`src/design/trm_pkg.sv`:
```
// Package for the toy register machine step block.
// Holds transaction types, opcodes, controller states and the command/status structs.
// No dependencies.
`timescale 1ns / 1ps
package trm_pkg;

	localparam int MEM_BYTES = 65536;
	localparam int MEM_AW    = $clog2(MEM_BYTES);
	localparam int NREGS     = 32;
	localparam int RF_AW     = $clog2(NREGS);
	localparam int IBYTES    = 6;
	localparam logic [15:0] INSN_LEN = 16'd8;

	typedef struct packed {
		logic [1:0]  mode;
		logic [15:0] mem_addr;
		logic [7:0]  mem_data;
	} item_t;

	typedef struct packed {
		logic [7:0]  read_byte;
		logic [15:0] next_pc;
		logic        halted;
		logic        fault;
	} result_t;

	typedef enum logic [1:0] {
		MODE_WRITE = 2'd0,
		MODE_READ  = 2'd1,
		MODE_EXEC  = 2'd2,
		MODE_NONE  = 2'd3
	} mode_t;

	typedef enum logic [7:0] {
		OP_ADD   = 8'd1,
		OP_SUB   = 8'd2,
		OP_MUL   = 8'd3,
		OP_DIV   = 8'd4,
		OP_LOAD  = 8'd5,
		OP_STORE = 8'd6,
		OP_AND   = 8'd7,
		OP_OR    = 8'd8,
		OP_XOR   = 8'd9,
		OP_NOR   = 8'd10,
		OP_SLT   = 8'd11,
		OP_SAR   = 8'd12,
		OP_SHL   = 8'd13,
		OP_BEQ   = 8'd14,
		OP_JMP   = 8'd15,
		OP_HLT   = 8'd16
	} op_t;

	typedef enum logic [3:0] {
		ST_IDLE, ST_DISP, ST_MEMRD, ST_FETCH, ST_RDA, ST_RDB, ST_RDC,
		ST_OP, ST_DIVW, ST_LOAD, ST_LWB, ST_STORE, ST_DONE
	} state_t;

	typedef enum logic [1:0] {
		ASEL_IN, ASEL_PC, ASEL_WORD
	} asel_t;

	typedef enum logic [1:0] {
		WSEL_ALU, WSEL_DIV, WSEL_LOAD
	} wsel_t;

	typedef struct packed {
		logic       load_in;
		logic       mem_we;
		logic       mem_re;
		logic       mem_wsrc_reg;
		asel_t      asel;
		logic [2:0] cnt;
		logic       cap_ib;
		logic       cap_wd;
		logic       cap_rb;
		logic       rf_re;
		logic       rf_rsel_b;
		logic       cap_a;
		logic       cap_b;
		logic       rf_we;
		wsel_t      wsel;
		logic       div_start;
		logic       finish;
	} cmd_t;

	typedef struct packed {
		logic [1:0] mode;
		logic       stopped;
		logic [7:0] op;
		logic       div_done;
	} status_t;

endpackage

```
`src/design/trm_ctrl.sv`:
```
// Controller state machine of the toy register machine; sequences the datapath.
// Depends on trm_pkg.
`timescale 1ns / 1ps
module trm_ctrl (
	input  logic             clk,
	input  logic             arst_n,
	input  logic             start,
	input  trm_pkg::status_t status,
	output trm_pkg::cmd_t    cmd,
	output logic             busy,
	output logic             done
);

	trm_pkg::state_t state_q, state_d;
	logic [2:0] cnt_q, cnt_d;

	always_ff @(posedge clk or negedge arst_n) begin
		if (!arst_n) begin
			state_q <= trm_pkg::ST_IDLE;
			cnt_q   <= '0;
		end else begin
			state_q <= state_d;
			cnt_q   <= cnt_d;
		end
	end

	always_comb begin
		state_d = state_q;
		cnt_d   = cnt_q;
		cmd     = '0;
		cmd.cnt = cnt_q;
		busy    = 1'b1;
		done    = 1'b0;
		unique case (state_q)
			trm_pkg::ST_IDLE: begin
				busy = 1'b0;
				if (start) begin
					cmd.load_in = 1'b1;
					state_d     = trm_pkg::ST_DISP;
				end
			end
			trm_pkg::ST_DISP: begin
				cnt_d = '0;
				priority if (status.mode == trm_pkg::MODE_WRITE) begin
					cmd.mem_we = 1'b1;
					state_d    = trm_pkg::ST_DONE;
				end else if (status.mode == trm_pkg::MODE_READ) begin
					cmd.mem_re = 1'b1;
					state_d    = trm_pkg::ST_MEMRD;
				end else if (status.mode == trm_pkg::MODE_EXEC && !status.stopped) begin
					state_d = trm_pkg::ST_FETCH;
				end else begin
					state_d = trm_pkg::ST_DONE;
				end
			end
			trm_pkg::ST_MEMRD: begin
				cmd.cap_rb = 1'b1;
				state_d    = trm_pkg::ST_DONE;
			end
			trm_pkg::ST_FETCH: begin
				// Reads are issued one byte ahead of their capture.
				cmd.asel   = trm_pkg::ASEL_PC;
				cmd.mem_re = (cnt_q != 3'(trm_pkg::IBYTES));
				cmd.cap_ib = (cnt_q != 3'd0);
				if (cnt_q == 3'(trm_pkg::IBYTES)) begin
					cnt_d   = '0;
					state_d = trm_pkg::ST_RDA;
				end else begin
					cnt_d = cnt_q + 3'd1;
				end
			end
			trm_pkg::ST_RDA: begin
				cmd.rf_re = 1'b1;
				state_d   = trm_pkg::ST_RDB;
			end
			trm_pkg::ST_RDB: begin
				cmd.cap_a     = 1'b1;
				cmd.rf_re     = 1'b1;
				cmd.rf_rsel_b = 1'b1;
				state_d       = trm_pkg::ST_RDC;
			end
			trm_pkg::ST_RDC: begin
				cmd.cap_b = 1'b1;
				state_d   = trm_pkg::ST_OP;
			end
			trm_pkg::ST_OP: begin
				cnt_d = '0;
				unique case (status.op)
					trm_pkg::OP_ADD, trm_pkg::OP_SUB, trm_pkg::OP_MUL, trm_pkg::OP_AND,
					trm_pkg::OP_OR, trm_pkg::OP_XOR, trm_pkg::OP_NOR, trm_pkg::OP_SLT,
					trm_pkg::OP_SAR, trm_pkg::OP_SHL: begin
						cmd.rf_we  = 1'b1;
						cmd.wsel   = trm_pkg::WSEL_ALU;
						cmd.finish = 1'b1;
						state_d    = trm_pkg::ST_DONE;
					end
					trm_pkg::OP_DIV: begin
						cmd.div_start = 1'b1;
						state_d       = trm_pkg::ST_DIVW;
					end
					trm_pkg::OP_LOAD:  state_d = trm_pkg::ST_LOAD;
					trm_pkg::OP_STORE: state_d = trm_pkg::ST_STORE;
					default: begin
						cmd.finish = 1'b1;
						state_d    = trm_pkg::ST_DONE;
					end
				endcase
			end
			trm_pkg::ST_DIVW: begin
				if (status.div_done) begin
					cmd.rf_we  = 1'b1;
					cmd.wsel   = trm_pkg::WSEL_DIV;
					cmd.finish = 1'b1;
					state_d    = trm_pkg::ST_DONE;
				end
			end
			trm_pkg::ST_LOAD: begin
				cmd.asel   = trm_pkg::ASEL_WORD;
				cmd.mem_re = (cnt_q != 3'd4);
				cmd.cap_wd = (cnt_q != 3'd0);
				if (cnt_q == 3'd4) begin
					state_d = trm_pkg::ST_LWB;
				end else begin
					cnt_d = cnt_q + 3'd1;
				end
			end
			trm_pkg::ST_LWB: begin
				cmd.rf_we  = 1'b1;
				cmd.wsel   = trm_pkg::WSEL_LOAD;
				cmd.finish = 1'b1;
				state_d    = trm_pkg::ST_DONE;
			end
			trm_pkg::ST_STORE: begin
				cmd.asel         = trm_pkg::ASEL_WORD;
				cmd.mem_we       = 1'b1;
				cmd.mem_wsrc_reg = 1'b1;
				if (cnt_q == 3'd3) begin
					cmd.finish = 1'b1;
					state_d    = trm_pkg::ST_DONE;
				end else begin
					cnt_d = cnt_q + 3'd1;
				end
			end
			trm_pkg::ST_DONE: begin
				done    = 1'b1;
				state_d = trm_pkg::ST_IDLE;
			end
			default: state_d = trm_pkg::ST_IDLE;
		endcase
	end

endmodule

```
`config.mk`:
```
export PLATFORM = sky130hd
export DESIGN_NAME = trm_ctrl
export DESIGN_NICKNAME = d
export VERILOG_FILES = /design/src/design/trm_pkg.sv /design/src/design/trm_ctrl.sv
export SDC_FILE = /design/constraint.sdc
export NUM_CORES = 1
export LEC_CHECK = 0
export ABC_AREA = 1
export BUFFER_PORTS_ARGS = -buffer_cell sky130_fd_sc_hd__buf_2
export CORE_MARGIN = 1.5
export CORE_UTILIZATION = 35
export CTS_CLUSTER_SIZE = 25
export DETAILED_ROUTE_END_ITERATION = 6
export HOLD_SLACK_MARGIN = 0.12
export PLACE_DENSITY = 0.64
export SLEW_MARGIN = 20
export SYNTH_ARGS = -nofsm -noshare
export SYNTH_HDL_FRONTEND = slang
export SYNTH_SLANG_ARGS = --single-unit
export TNS_END_PERCENT = 30
```
`constraint.sdc`:
```
create_clock -name clk -period 2.2 [get_ports clk]
set_input_delay 0.22 -clock clk [delete_from_list [all_inputs] [get_ports clk]]
set_output_delay 0.22 -clock clk [all_outputs]
set_load 0.01 [all_outputs]
```
==> out/summary.txt <==
outcome: complete, no violations
total CTS buffers: 3
worst-path fanout max: 6
Synth Cell Area: 886 sq um
crit-path leading delay family: simple AND/OR/NAND/NOR gates
GR Overflow Total: 0
Net Count, Synth: 169
Syn Inst Count: 150
die height: 53.3 um
Setup-failing EPs final: 0
Worst Setup Start Kind: register
Layout Skew: 4.86 ps
post-route ant nets: 0
CTS tree: built
CTS sink count: 7
Clock transition at path regs: 50 ps
max_cap viols: 0
WP data required: 1980 ps
chip width: 53.3 um
Critical path buffers and inverters: 2
nature of the critical path endpoint: output pin
most frequent cells in the layout: nand2_1 (41), buf_2 (37), nor2_1 (21), inv_1 (19), nand3_1 (12)
Area Growth Syn to Fin: 28.4%
Cell Int Power: 0.555 mW
hpwl dp: 2040 um
Rel. slew slack: 78.1%
Max VDD drop: 0.000523 V
Detailed Route WL: 2370 um
Inserted Diodes: 0
Initial Util: 36.4%
Clock Path Buffers: 2
vias per inst: 4.85
Tcrit/Tclk final: 83.3%
drt pass-1 iters: 4
sw power: 0.713 mW
final hold violation count: 0
Hold Path Class: input port to async pin
commonest non-fill, non-tap cell in the layout: nand2_1
dpl cell area: 0.00110 sq mm
routed wire length per instance: 10.7 um
drt drc: 0
first-pass GRT wire length: 3890 um
library cells used by synthesis: 23
Core Region: 0.00243 sq mm
Starting DRT DRC Count: 30
Sw Ratio: 56.2%
unrepaired setup endpoints after global routing: no
Critical Path Max Stage Delay: 470 ps
Yosys reg bits: 7
Comb power frac: 69.0%
final instance area: 0.00114 sq mm
pwr dens: 1110 mW/mm^2
largest net degree at the start of global routing: 8
row count: 18
input/output buffers: 37
final count of pins violating max slew: 0
Top Ports: 38
Clk Latency, worst-skew pair: 240 ps
Overall Global Routing Usage: 18.3%
final-stage net count: 211
initial antenna violation count: 0
critical path's slowest cell: dfrtp_1
min Tclk post-route: 1830 ps
Lkg Pwr: 0.713 nW
Seq/Total Area, Yosys: 19.8%
Clk pwr share: 8.7%
die area: 0.00284 sq mm
Post-Route Setup TNS: 0 ps
fin util: 46.8%
Crit Path Class: register to output pin
register share of total power: 22.2%
CP cell instances: inv_2, nand2_1, nor2_4, nand3_1, nor3_1, buf_2
CTS Root Cell: clkbuf_4
share of layout cells above drive strength 1: 33.0%
via count: 1072
fmax: 0.546 GHz
vias in the first global route: 945
Arrival @ worst endpoint: 1610 ps
number of setup buffers added after CTS: 0
H-Tree Depth: 1
Ys Warns: 0
worst-margin pin slew: 327 ps
Avg Cell Area, Syn: 5.91 sq um
Placer Congestion: 0.912
sequential cells by signal, indices dropped and copies added (netlist names):
signal and count:
state_q 4, cnt_q 3
power by group through the flow:
| stage | Sequential (mW) | Clock (mW) | Combinational [mW] |
|---|---|---|---|
| 2_1_floorplan | 0.276 | 0 | 0.620 |
| 3_3_place_gp | 0.279 | 0 | 0.873 |
| 3_5_place_dp | 0.283 | 0 | 0.871 |
| 4_1_cts | 0.281 | 0.116 | 0.877 |
| 5_1_grt | 0.291 | 0.122 | 0.994 |
| 6_report | 0.282 | 0.110 | 0.875 |
layer usage:
metal,wire length [um],global-route usage (%),vias up,share of wire [%]
met1,1010,22.7,483,43
met4,15,6.84,0,0.63
met3,128,2.26,2,5.4
met5,0,0,-,0
li1,-,-,558,-
met2,1210,31.7,29,51
synthesized netlist by cell type:
cell	n	area share, %
nand2_2	4	2.8
a31oi_1	1	0.71
nand4_1	4	2.8
nor3_1	4	2.3
nand2_4	2	2.5
nand3_1	12	6.8
a21oi_1	6	3.4
buf_4	1	0.85
xor2_1	1	0.99
nor3_2	1	1.1
o21ai_0	3	1.7
o32ai_1	1	0.99
o21ai_2	2	2.0
nor2_4	3	3.8
inv_1	19	8.1
dfrtp_1	7	20
ha_1	4	5.6
nor2_1	21	8.9
o21ai_1	2	1.1
nand2_1	41	17
nor2_2	4	2.8
clkinv_4	1	0.99
inv_2	6	2.5
final cells by class:
class                      instances  area (sq um)
clock buffer                       4          26.3
fill                             276          1290
inverter                          26           103
multi-input combinational        116           601
sequential                         7           175
tap                               30          37.5
timing repair buffer              38           195
final timing paths:
path,endpoint,cells past startpoint,start,slack [ps]
setup / recovery,cmd[1],6,state_q[3]$_DFFE_PN0P_,370
hold / removal,state_q[2]$_DFFE_PN0P_,2,arst_n,340
setup reg to reg,cnt_q[1]$_DFFE_PN0P_,7,cnt_q[1]$_DFFE_PN0P_,760
hold reg to reg,cnt_q[2]$_DFFE_PN0P_,2,cnt_q[2]$_DFFE_PN0P_,630
max in group asynchronous,state_q[3]$_DFFE_PN0P_,2,arst_n,1710
min in group clk,state_q[3]$_DFFE_PN0P_,5,status[9],360
logic make-up (layout without fill, tap and decap cells):
logic type	count (synthesis)	after routing	share of synthesized area, %
AO/OA/AOI/OAI	15	15	9.89
XOR/XNOR	1	1	0.989
adder cells (fa/ha/maj)	4	4	5.65
buffers and inverters	27	68	12.4
flip-flops	7	7	19.8
AND/OR/NAND/NOR	96	96	51.3
through the flow:
stage / setup slack [ps] / hold slack, ps / power (mW) / cells
2_1_floorplan: 797 / -75.6 / 0.896 / 150
3_3_place_gp: 679 / 56.9 / 1.15 / 216
3_5_place_dp: 643 / 59.3 / 1.15 / 216
4_1_cts: 363 / 330 / 1.27 / 221
5_1_grt: 282 / 363 / 1.41 / 221
6_report: 368 / 336 / 1.27 / 221
what timing repair did:
| action | CTS | global route |
|---|---|---|
| endpoints found under the hold margin | 7 | 0 |
| resized for setup | 0 | 0 |
| hold buffers | 1 | 0 |
No activity file was read; power rests on OpenSTA's default activity.
